`config.mk`:
```
export PLATFORM = sky130hd
export DESIGN_NAME = tlb_fifo_lru_lookup_fill
export DESIGN_NICKNAME = d
export VERILOG_FILES = /design/src/rtl/tlbfl_pkg.sv /design/src/rtl/tlbfl_rank_file.sv /design/src/rtl/tlb_fifo_lru_lookup_fill.sv
export SDC_FILE = /design/constraint.sdc
export NUM_CORES = 1
export LEC_CHECK = 0
export ABC_AREA = 1
export BUFFER_PORTS_ARGS = -buffer_cell sky130_fd_sc_hd__clkbuf_2
export CAP_MARGIN = 0
export CORE_UTILIZATION = 60
export CTS_CLUSTER_DIAMETER = 200
export DETAILED_ROUTE_END_ITERATION = 6
export PLACE_DENSITY = 0.84
export SETUP_SLACK_MARGIN = 0.4
export SLEW_MARGIN = 10
export SYNTH_ARGS = -nofsm -noshare
export SYNTH_HDL_FRONTEND = slang
export SYNTH_SLANG_ARGS = --single-unit
export TNS_END_PERCENT = 20
```
`constraint.sdc`:
```
create_clock -name clk -period 5.94 [get_ports clk]
set_input_delay 0.297 -clock clk [delete_from_list [all_inputs] [get_ports clk]]
set_output_delay 0.297 -clock clk [all_outputs]
set_load 0.005 [all_outputs]
```
`src/rtl/tlbfl_pkg.sv`:
```
package tlbfl_pkg;

    // buffer geometry
    localparam int ENTRIES = 16;
    localparam int IDX_W   = (ENTRIES > 1) ? $clog2(ENTRIES) : 1;
    localparam int RANK_W  = IDX_W;
    localparam int CNT_W   = $clog2(ENTRIES + 1);

    // item field widths
    localparam int PID_W   = 16;
    localparam int PAGE_W  = 20;
    localparam int FRAME_W = 20;
    localparam int CFG_W   = 5;

    typedef logic [IDX_W-1:0]  idx_t;
    typedef logic [RANK_W-1:0] rank_t;
    typedef logic [CNT_W-1:0]  cnt_t;

    // operation codes
    localparam logic MODE_LOOKUP = 1'b0;
    localparam logic MODE_INSERT = 1'b1;

    // register indexes
    localparam logic REG_ENTRIES_IN_USE = 1'b0;
    localparam logic REG_REPLACE_LRU    = 1'b1;

    localparam logic [CFG_W-1:0] ENTRIES_IN_USE_RESET = 5'd16;

    typedef struct packed {
        logic               mode;
        logic [PID_W-1:0]   process_id;
        logic [PAGE_W-1:0]  page_number;
        logic [FRAME_W-1:0] frame_in;
    } cmd_t;

    typedef struct packed {
        logic               hit;
        logic [FRAME_W-1:0] frame_out;
    } result_t;

    typedef enum logic [1:0] {
        ST_IDLE,
        ST_SCAN,
        ST_LOOK_END,
        ST_INS_END
    } state_t;

    typedef enum logic [1:0] {
        SCAN_MATCH,
        SCAN_FREE,
        SCAN_VICTIM
    } scan_kind_t;

    // update request to the rank file
    typedef struct packed {
        logic  set_valid;
        logic  write_load;
        logic  write_use;
        logic  close_load;
        logic  close_use;
        idx_t  slot;
        rank_t new_rank;
        rank_t gap_load;
        rank_t gap_use;
    } rank_op_t;

endpackage

```
`src/rtl/tlbfl_rank_file.sv`:
```
module tlbfl_rank_file (
    input  logic                          clk,
    input  logic                          rst_n,
    input  tlbfl_pkg::rank_op_t           op,
    input  tlbfl_pkg::idx_t               rd_idx,
    output logic [tlbfl_pkg::ENTRIES-1:0] valid,
    output tlbfl_pkg::rank_t              rd_load,
    output tlbfl_pkg::rank_t              rd_use
);
    import tlbfl_pkg::*;

    logic [ENTRIES-1:0] valid_reg;
    logic [ENTRIES-1:0] valid_next;
    rank_t              load_rank_reg  [ENTRIES];
    rank_t              load_rank_next [ENTRIES];
    rank_t              use_rank_reg   [ENTRIES];
    rank_t              use_rank_next  [ENTRIES];

    // per-entry update: write the chosen slot, close the gap elsewhere
    always_comb
    begin
        for (int i = 0; i < ENTRIES; i++)
        begin
            valid_next[i]     = valid_reg[i];
            load_rank_next[i] = load_rank_reg[i];
            use_rank_next[i]  = use_rank_reg[i];
            if (op.set_valid && (idx_t'(i) == op.slot))
            begin
                valid_next[i] = 1'b1;
            end
            if (op.write_load && (idx_t'(i) == op.slot))
            begin
                load_rank_next[i] = op.new_rank;
            end
            else if (op.close_load && valid_reg[i] && (load_rank_reg[i] > op.gap_load))
            begin
                load_rank_next[i] = load_rank_reg[i] - rank_t'(1);
            end
            if (op.write_use && (idx_t'(i) == op.slot))
            begin
                use_rank_next[i] = op.new_rank;
            end
            else if (op.close_use && valid_reg[i] && (use_rank_reg[i] > op.gap_use))
            begin
                use_rank_next[i] = use_rank_reg[i] - rank_t'(1);
            end
        end
    end

    always_ff @(posedge clk or negedge rst_n)
    begin
        if (!rst_n)
        begin
            valid_reg <= '0;
        end
        else
        begin
            valid_reg <= valid_next;
        end
    end

    always_ff @(posedge clk)
    begin
        for (int i = 0; i < ENTRIES; i++)
        begin
            load_rank_reg[i] <= load_rank_next[i];
            use_rank_reg[i]  <= use_rank_next[i];
        end
    end

    assign valid   = valid_reg;
    assign rd_load = load_rank_reg[rd_idx];
    assign rd_use  = use_rank_reg[rd_idx];

endmodule

```
`src/rtl/tlb_fifo_lru_lookup_fill.sv`:
```
// channel   | ports                          | handshake
// ----------+--------------------------------+--------------------------------------
// command   | start, busy, cmd               | item taken when start & !busy
// result    | done, result                   | one-cycle strobe, cannot be held off
// config    | wr_en, wr_index, wr_data       | register written when wr_en is high
//
// an item is taken from idle, then a single compare unit walks the buffer entry by entry,
// then an end step updates the ranks, and for an insert also the keys
// a lookup result shows on the cycle after that, while the next item may already start
// an insert with entries_in_use at zero is dropped in the cycle it is taken
// reset clears the valid bits and fill count at once, no clearing pass
// the receiver cannot stall, so there is no output back-pressure to handle
module tlb_fifo_lru_lookup_fill (
    input  logic                            clk,
    input  logic                            rst_n,
    input  logic                            start,
    output logic                            busy,
    input  tlbfl_pkg::cmd_t                 cmd,
    output logic                            done,
    output tlbfl_pkg::result_t              result,
    input  logic                            wr_en,
    input  logic                            wr_index,
    input  logic [tlbfl_pkg::CFG_W-1:0]     wr_data
);
    import tlbfl_pkg::*;

    // configuration
    logic [CFG_W-1:0]   entries_in_use_reg;
    logic               replace_lru_reg;

    // sequencer and control
    state_t             state_reg;
    state_t             state_next;
    scan_kind_t         kind_reg;
    idx_t               scan_idx_reg;
    logic               found_reg;
    cnt_t               fill_count_reg;
    logic               done_reg;

    // payload
    cmd_t               cmd_reg;
    idx_t               best_idx_reg;
    rank_t              best_load_reg;
    rank_t              best_use_reg;
    result_t            result_reg;
    logic [PID_W-1:0]   entry_pid_reg   [ENTRIES];
    logic [PAGE_W-1:0]  entry_page_reg  [ENTRIES];
    logic [FRAME_W-1:0] entry_frame_reg [ENTRIES];

    // rank file interface
    rank_op_t           rank_op;
    logic [ENTRIES-1:0] valid;
    rank_t              rd_load;
    rank_t              rd_use;

    logic               accept;
    logic               last;
    cnt_t               limit;
    cnt_t               fill_minus1;
    logic               key_eq;
    rank_t              rank_sel;
    rank_t              best_sel;
    logic               rank_less;
    logic               take;

    tlbfl_rank_file u_rank_file (
        .clk     (clk),
        .rst_n   (rst_n),
        .op      (rank_op),
        .rd_idx  (scan_idx_reg),
        .valid   (valid),
        .rd_load (rd_load),
        .rd_use  (rd_use)
    );

    assign busy   = (state_reg != ST_IDLE);
    assign accept = start && !busy;
    assign last   = (scan_idx_reg == idx_t'(ENTRIES - 1));
    assign done   = done_reg;
    assign result = result_reg;

    // usable entry count, clamped to the buffer size
    always_comb
    begin
        if (int'(entries_in_use_reg) < ENTRIES)
        begin
            limit = cnt_t'(entries_in_use_reg);
        end
        else
        begin
            limit = cnt_t'(ENTRIES);
        end
    end

    assign fill_minus1 = fill_count_reg - cnt_t'(1);

    // shared compare unit: key match plus rank compare against the best so far
    // lookups rank by load order so duplicate keys resolve to the oldest load
    assign key_eq = valid[scan_idx_reg]
                 && (entry_pid_reg[scan_idx_reg] == cmd_reg.process_id)
                 && (entry_page_reg[scan_idx_reg] == cmd_reg.page_number);
    assign rank_sel  = ((kind_reg == SCAN_MATCH) || !replace_lru_reg) ? rd_load : rd_use;
    assign best_sel  = ((kind_reg == SCAN_MATCH) || !replace_lru_reg) ? best_load_reg
                                                                       : best_use_reg;
    assign rank_less = !found_reg || (rank_sel < best_sel);

    always_comb
    begin
        case (kind_reg)
            SCAN_MATCH:  take = key_eq && rank_less;
            SCAN_VICTIM: take = valid[scan_idx_reg] && rank_less;
            SCAN_FREE:   take = !valid[scan_idx_reg] && !found_reg;
            default:     take = 1'b0;
        endcase
    end

    // next state
    always_comb
    begin
        state_next = state_reg;
        case (state_reg)
            ST_IDLE:
            begin
                if (accept && ((cmd.mode == MODE_LOOKUP) || (limit != '0)))
                begin
                    state_next = ST_SCAN;
                end
            end
            ST_SCAN:
            begin
                if (last)
                begin
                    state_next = (kind_reg == SCAN_MATCH) ? ST_LOOK_END : ST_INS_END;
                end
            end
            ST_LOOK_END: state_next = ST_IDLE;
            ST_INS_END:  state_next = ST_IDLE;
            default:     state_next = ST_IDLE;
        endcase
    end

    // rank file requests at the end of an item
    always_comb
    begin
        rank_op          = '0;
        rank_op.slot     = best_idx_reg;
        rank_op.gap_load = best_load_reg;
        rank_op.gap_use  = best_use_reg;
        rank_op.new_rank = fill_minus1[RANK_W-1:0];
        case (state_reg)
            ST_LOOK_END:
            begin
                // hit becomes most recently used
                rank_op.close_use = found_reg;
                rank_op.write_use = found_reg;
            end
            ST_INS_END:
            begin
                rank_op.set_valid  = found_reg;
                rank_op.write_load = found_reg;
                rank_op.write_use  = found_reg;
                if (kind_reg == SCAN_VICTIM)
                begin
                    rank_op.close_load = 1'b1;
                    rank_op.close_use  = 1'b1;
                end
                else
                begin
                    // fresh slot takes the rank just past the current fill
                    rank_op.new_rank = fill_count_reg[RANK_W-1:0];
                end
            end
            default:
            begin
                rank_op.set_valid = 1'b0;
            end
        endcase
    end

    // configuration writes
    always_ff @(posedge clk or negedge rst_n)
    begin
        if (!rst_n)
        begin
            entries_in_use_reg <= ENTRIES_IN_USE_RESET;
            replace_lru_reg    <= 1'b0;
        end
        else if (wr_en)
        begin
            case (wr_index)
                REG_ENTRIES_IN_USE: entries_in_use_reg <= wr_data;
                REG_REPLACE_LRU:    replace_lru_reg    <= wr_data[0];
                default:            replace_lru_reg    <= replace_lru_reg;
            endcase
        end
    end

    // control registers
    always_ff @(posedge clk or negedge rst_n)
    begin
        if (!rst_n)
        begin
            state_reg      <= ST_IDLE;
            kind_reg       <= SCAN_MATCH;
            scan_idx_reg   <= '0;
            found_reg      <= 1'b0;
            fill_count_reg <= '0;
            done_reg       <= 1'b0;
        end
        else
        begin
            state_reg <= state_next;
            done_reg  <= (state_reg == ST_LOOK_END);
            case (state_reg)
                ST_IDLE:
                begin
                    if (accept)
                    begin
                        scan_idx_reg <= '0;
                        found_reg    <= 1'b0;
                        if (cmd.mode == MODE_LOOKUP)
                        begin
                            kind_reg <= SCAN_MATCH;
                        end
                        else if (fill_count_reg < limit)
                        begin
                            kind_reg <= SCAN_FREE;
                        end
                        else
                        begin
                            kind_reg <= SCAN_VICTIM;
                        end
                    end
                end
                ST_SCAN:
                begin
                    scan_idx_reg <= scan_idx_reg + idx_t'(1);
                    if (take)
                    begin
                        found_reg <= 1'b1;
                    end
                end
                ST_INS_END:
                begin
                    if ((kind_reg == SCAN_FREE) && found_reg)
                    begin
                        fill_count_reg <= fill_count_reg + cnt_t'(1);
                    end
                end
                default:
                begin
                    found_reg <= found_reg;
                end
            endcase
        end
    end

    // payload registers
    always_ff @(posedge clk)
    begin
        if (accept)
        begin
            cmd_reg <= cmd;
        end
        if ((state_reg == ST_SCAN) && take)
        begin
            best_idx_reg  <= scan_idx_reg;
            best_load_reg <= rd_load;
            best_use_reg  <= rd_use;
        end
        if (state_reg == ST_LOOK_END)
        begin
            result_reg.hit       <= found_reg;
            result_reg.frame_out <= found_reg ? entry_frame_reg[best_idx_reg] : '0;
        end
        if ((state_reg == ST_INS_END) && found_reg)
        begin
            entry_pid_reg[best_idx_reg]   <= cmd_reg.process_id;
            entry_page_reg[best_idx_reg]  <= cmd_reg.page_number;
            entry_frame_reg[best_idx_reg] <= cmd_reg.frame_in;
        end
    end

    // the fill count tracks the number of valid entries
    a_fill_matches_valid: assert property (@(posedge clk) disable iff (!rst_n)
        $countones(valid) == int'(fill_count_reg))
        else $error("fill count differs from valid entry count");

    // the buffer never fills past its size
    a_fill_bound: assert property (@(posedge clk) disable iff (!rst_n)
        int'(fill_count_reg) <= ENTRIES)
        else $error("fill count above buffer size");

    // a result only follows the end of a lookup, and the block is free by then
    a_done_after_lookup: assert property (@(posedge clk) disable iff (!rst_n)
        done |-> ($past(state_reg) == ST_LOOK_END) && !busy)
        else $error("result strobe without a finished lookup");

    // a miss carries frame zero
    a_miss_frame_zero: assert property (@(posedge clk) disable iff (!rst_n)
        (done && !result.hit) |-> (result.frame_out == '0))
        else $error("miss with nonzero frame");

    // an insert completion never leaves the fill count above the usable limit by growth
    a_fill_grows_below_limit: assert property (@(posedge clk) disable iff (!rst_n)
        (state_reg == ST_INS_END && kind_reg == SCAN_FREE) |-> (fill_count_reg < limit))
        else $error("fresh fill at or above the usable entry count");

endmodule

```
==> flow_summary_export.csv <==
group,metric,value,unit
worst_setup_path,required,6.26,ns
detailed_routing,via_count,36500,
floorplanning,num_rows,106,
timing,finalSetupTns,0,ns
timing,finalHoldViolations,0,
worst_hold_path,min_path_type,"input port to register",
detailed_routing,ant_nets,0,
flow_run,max_cap_violations,0,
worst_setup_path,crit_path_max_incr_delay,0.74,ns
floorplanning,dieArea,86500,µm²
yosys,synth_cell_types,42,
yosys,postSynthCellCount,4463,
clock_tree,cts_tree,"yes",
placed_design,place_area,53000,µm²
placed_design,dp_cells,5544,
floorplanning,ioPinCount,90,
final_layout,design_area,57000,µm²
yosys,postSynthAreaPerCell,11.5,µm²
floorplanning,die_y,294,µm
worst_setup_path,cp.arrival,4.97,ns
final_layout,drive_gt1_frac,0.0761,
status,outcome,"complete, no violations",
detailed_routing,drc_errors,0,
global_routing,met1_usage,0.401,
worst_setup_path,critical_path.top_delay_family,"simple AND/OR/NAND/NOR gates",
power,p_leak,21.2,nW
global_routing,gr-total-overflow,0,
final_layout,antenna_cells,0,
global_routing,grt_usage,0.308,
final_layout,fin_nets,4822,
final_layout,area_growth,11.3,%
timing,period_minus_slack,4.65,ns
final_layout,final_cells,5810,
placed_design,pre_cts_slack,1.54,ns
yosys,syn-num-nets,4700,
timing,timing.fmax,215,MHz
timing,setup_viol,0,
worst_setup_path,slowest_stage,"buf_4",
global_routing,antenna_found_initial,0,
timing,drv_slew,0,
global_routing,use_met2,0.500,
detailed_routing,totalWireLength,134000,µm
clock_tree,ctsHtreeMaxLevel,3,
placed_design,port_buffers,89,
clock_tree,clock-sinks,1150,
clock_tree,numCtsBuffers,107,
clock_tree,cts_root_buffer,"clkbuf_16",
yosys,synth_warnings,0,
yosys,netlist_area,51200,µm²
detailed_routing,vias_per_cell,6.27,
clock_tree,cts_hold_repair.buffers,66,
yosys,synth_seq_area_share,0.671,
detailed_routing,initialDrtViolationCount,5050,
timing,slew_headroom,0.160,
timing,setup_ws,1.29,ns
yosys,ys_ff_latch,1150,
clock_tree,insertion_delay,0.71,ns
global_routing,grt.busiest_layer,"met2",
worst_setup_path,rrSetupSlack,1.29,ns
worst_setup_path,cp-start-kind,"register",
global_routing,met3_usage,0.0523,
floorplanning,start_util,0.609,
worst_setup_path,crit_top_cell,"nand2_1",
worst_setup_path,endpoint_kind,"register",
timing,fin_crit_sh,0.783,
clock_tree,clockBufferDepth,3,
clock_tree,post-cts-setup-buffers,0,
global_routing,grt_pass1_wl,202000,µm
placed_design,place_hpwl,72800,µm
detailed_routing,first_pass_iters,6,
final_layout,fillers,5647,
detailed_routing,wl_per_cell,23.1,µm
clock_tree,post_cts_resized,0,
power,ir_drop,480,µV
final_layout,final_util,0.678,
floorplanning,fp.dieW,294,µm
floorplanning,core,84100,µm²
global_routing,grt_pass1_vias,36100,
global_routing,grt_max_degree,142,
worst_setup_path,path_buf_inv,4,
timing,worst_pin_slew,1.26,ns
worst_setup_path,path_cells,"nand2_2 -> clkinv_2 -> buf_4 -> nand3_1 -> nand2_1 -> nor2_1 -> nand2_1 -> nand2_1 -> nand2_1 -> nand2_1 -> inv_1 -> nand2_1 -> nor2_1 -> nand2_1 -> nor2_1 -> nand3_1 -> nand2_1 -> nand2_1 -> nand2_1 -> nand2_1 -> inv_1",
timing,skew,0.0322,ns
placed_design,finalWeightedCongestion,0.911,
power,power_density,409,nW/µm²
worst_setup_path,critPathKind,"register to register",
timing,rsz0062_at_grt,"no",
clock_tree,path_clk_slew,0.06,ns
worst_setup_path,crit_fanout,57,
cell usage in the layout (no fill, tap or decap), types with 30 or more instances in the layout:
cell type      synthesis  layout
edfxtp_1            1113    1113
nand2_1             1002    1002
nand3_1              446     446
nor2_1               333     320
inv_1                287     286
o21ai_0              264     264
ha_1                 170     170
a21oi_1              159     159
clkbuf_16              0     108
clkbuf_2               0      89
a22oi_1               80      80
dlygate4sd3_1          0      66
buf_4                 20      56
o211ai_1              46      46
xnor2_1               37      37
dfrtp_1               36      33
mux2i_1               32      32
nor3_1                31      31
nand4_1               30      30
per-stage QoR:
step	hold slack [ns]	total power [mW]
final	0.0579	23.3
after global routing	0.111	24.2
after CTS	0.0202	23.1
after detailed placement	0.399	16.4
after global placement	0.401	16.1
after floorplan	0.00141	14.3
synthesized netlist by cell type:
| cell type | n | share of area |
|---|---|---|
| nand3b_1 | 22 | 0.0032 |
| nand2_1 | 1002 | 0.073 |
| nor2_2 | 8 | 0.00098 |
| buf_4 | 20 | 0.0029 |
| o22ai_1 | 7 | 0.00085 |
| nand4_1 | 30 | 0.0037 |
| clkinv_1 | 2 | 0.00015 |
| nor2_1 | 333 | 0.024 |
| ha_1 | 170 | 0.042 |
| buf_1 | 20 | 0.0015 |
| or2_2 | 8 | 0.00098 |
| nor3_1 | 31 | 0.0030 |
| mux2_2 | 3 | 0.00066 |
| nand3_1 | 446 | 0.044 |
| a31oi_1 | 23 | 0.0028 |
| a41oi_1 | 11 | 0.0019 |
| xor2_1 | 30 | 0.0051 |
| edfxtp_1 | 1113 | 0.65 |
| xnor2_1 | 37 | 0.0063 |
| dfstp_2 | 1 | 0.00051 |
| mux2i_1 | 32 | 0.0063 |
| a221oi_1 | 2 | 0.00034 |
| inv_1 | 287 | 0.021 |
| o21ai_0 | 264 | 0.026 |
| o21ai_1 | 5 | 0.00049 |
| a21oi_1 | 159 | 0.016 |
| clkbuf_1 | 93 | 0.0068 |
| o31ai_1 | 12 | 0.0018 |
| a41o_1 | 14 | 0.0027 |
| a22o_1 | 9 | 0.0015 |
| o2111ai_1 | 3 | 0.00051 |
| buf_2 | 77 | 0.0075 |
| nor2_4 | 1 | 0.00022 |
| a22oi_1 | 80 | 0.012 |
| a211oi_1 | 12 | 0.0018 |
| nor4_1 | 1 | 0.00012 |
| o41ai_1 | 3 | 0.00051 |
| dfrtp_1 | 36 | 0.018 |
| nand2_2 | 1 | 0.00012 |
| o21a_1 | 2 | 0.00029 |
| o211ai_1 | 46 | 0.0067 |
| inv_2 | 7 | 0.00051 |
worst reg2reg max path, stage by stage (launching register included):
cell,delay (ns)
dfrtp_2,0.72
nand2_2,0.35
clkinv_2,0.39
buf_4,0.76
nand3_1,0.21
nand2_1,0.12
nor2_1,0.05
nand2_1,0.08
nand2_1,0.07
nand2_1,0.05
nand2_1,0.05
inv_1,0.05
nand2_1,0.05
nor2_1,0.26
nand2_1,0.09
nor2_1,0.12
nand3_1,0.23
nand2_1,0.12
nand2_1,0.05
nand2_1,0.06
nand2_1,0.06
inv_1,0.37
per-layer routing:
metal,vias to the layer above,share of wire
li1,16100,-
met1,17300,0.36
met2,2484,0.47
met3,556,0.11
met4,0,0.055
met5,-,0
cell families after synthesis:
logic type / count (synthesis) / synth area share
AOI/OAI and AO/OA: 652 / 0.0753
xor gates and xnor gates: 67 / 0.0115
adders and majority gates: 170 / 0.0415
buffers and inverters: 506 / 0.0404
DFF: 1150 / 0.671
muxes: 35 / 0.00691
and+or+nand+nor: 1883 / 0.154
power by group:
group          switching [mW]  leakage (nW)  internal [mW]
Clock                    3.03          1.67           3.72
Combinational            4.94          9.04           1.98
Sequential              0.415          10.5           9.23
Total                    8.38          21.2           14.9
worst paths after layout:
| kind | from | to | depth (start not counted) |
|---|---|---|---|
| min in group asynchronous | rst_n | replace_lru_reg$_DFFE_PN0P_ | 3 |
| setup / recovery | scan_idx_reg[1]$_DFFE_PN0P_ | best_idx_reg[2]$_DFFE_PP_ | 21 |
| max in group asynchronous | rst_n | scan_idx_reg[3]$_DFFE_PN0P_ | 3 |
| hold reg to reg | fill_count_reg[4]$_DFFE_PN0P_ | fill_count_reg[4]$_DFFE_PN0P_ | 1 |
| hold / removal | wr_index | entries_in_use_reg[4]$_DFFE_PN1P_ | 4 |
| setup reg to reg | scan_idx_reg[1]$_DFFE_PN0P_ | best_idx_reg[2]$_DFFE_PP_ | 21 |
final cells by class:
cell class	count	area (µm²)	area share
well taps	1134	1420	0.0249
clock inverters	66	596	0.0104
inverters	296	1130	0.0197
clock buffers	134	2810	0.0493
multi-input cells	2807	14900	0.262
repair buffers	223	1770	0.0310
flip-flops and latches	1150	34400	0.603
(Power assumes the default switching activity.)
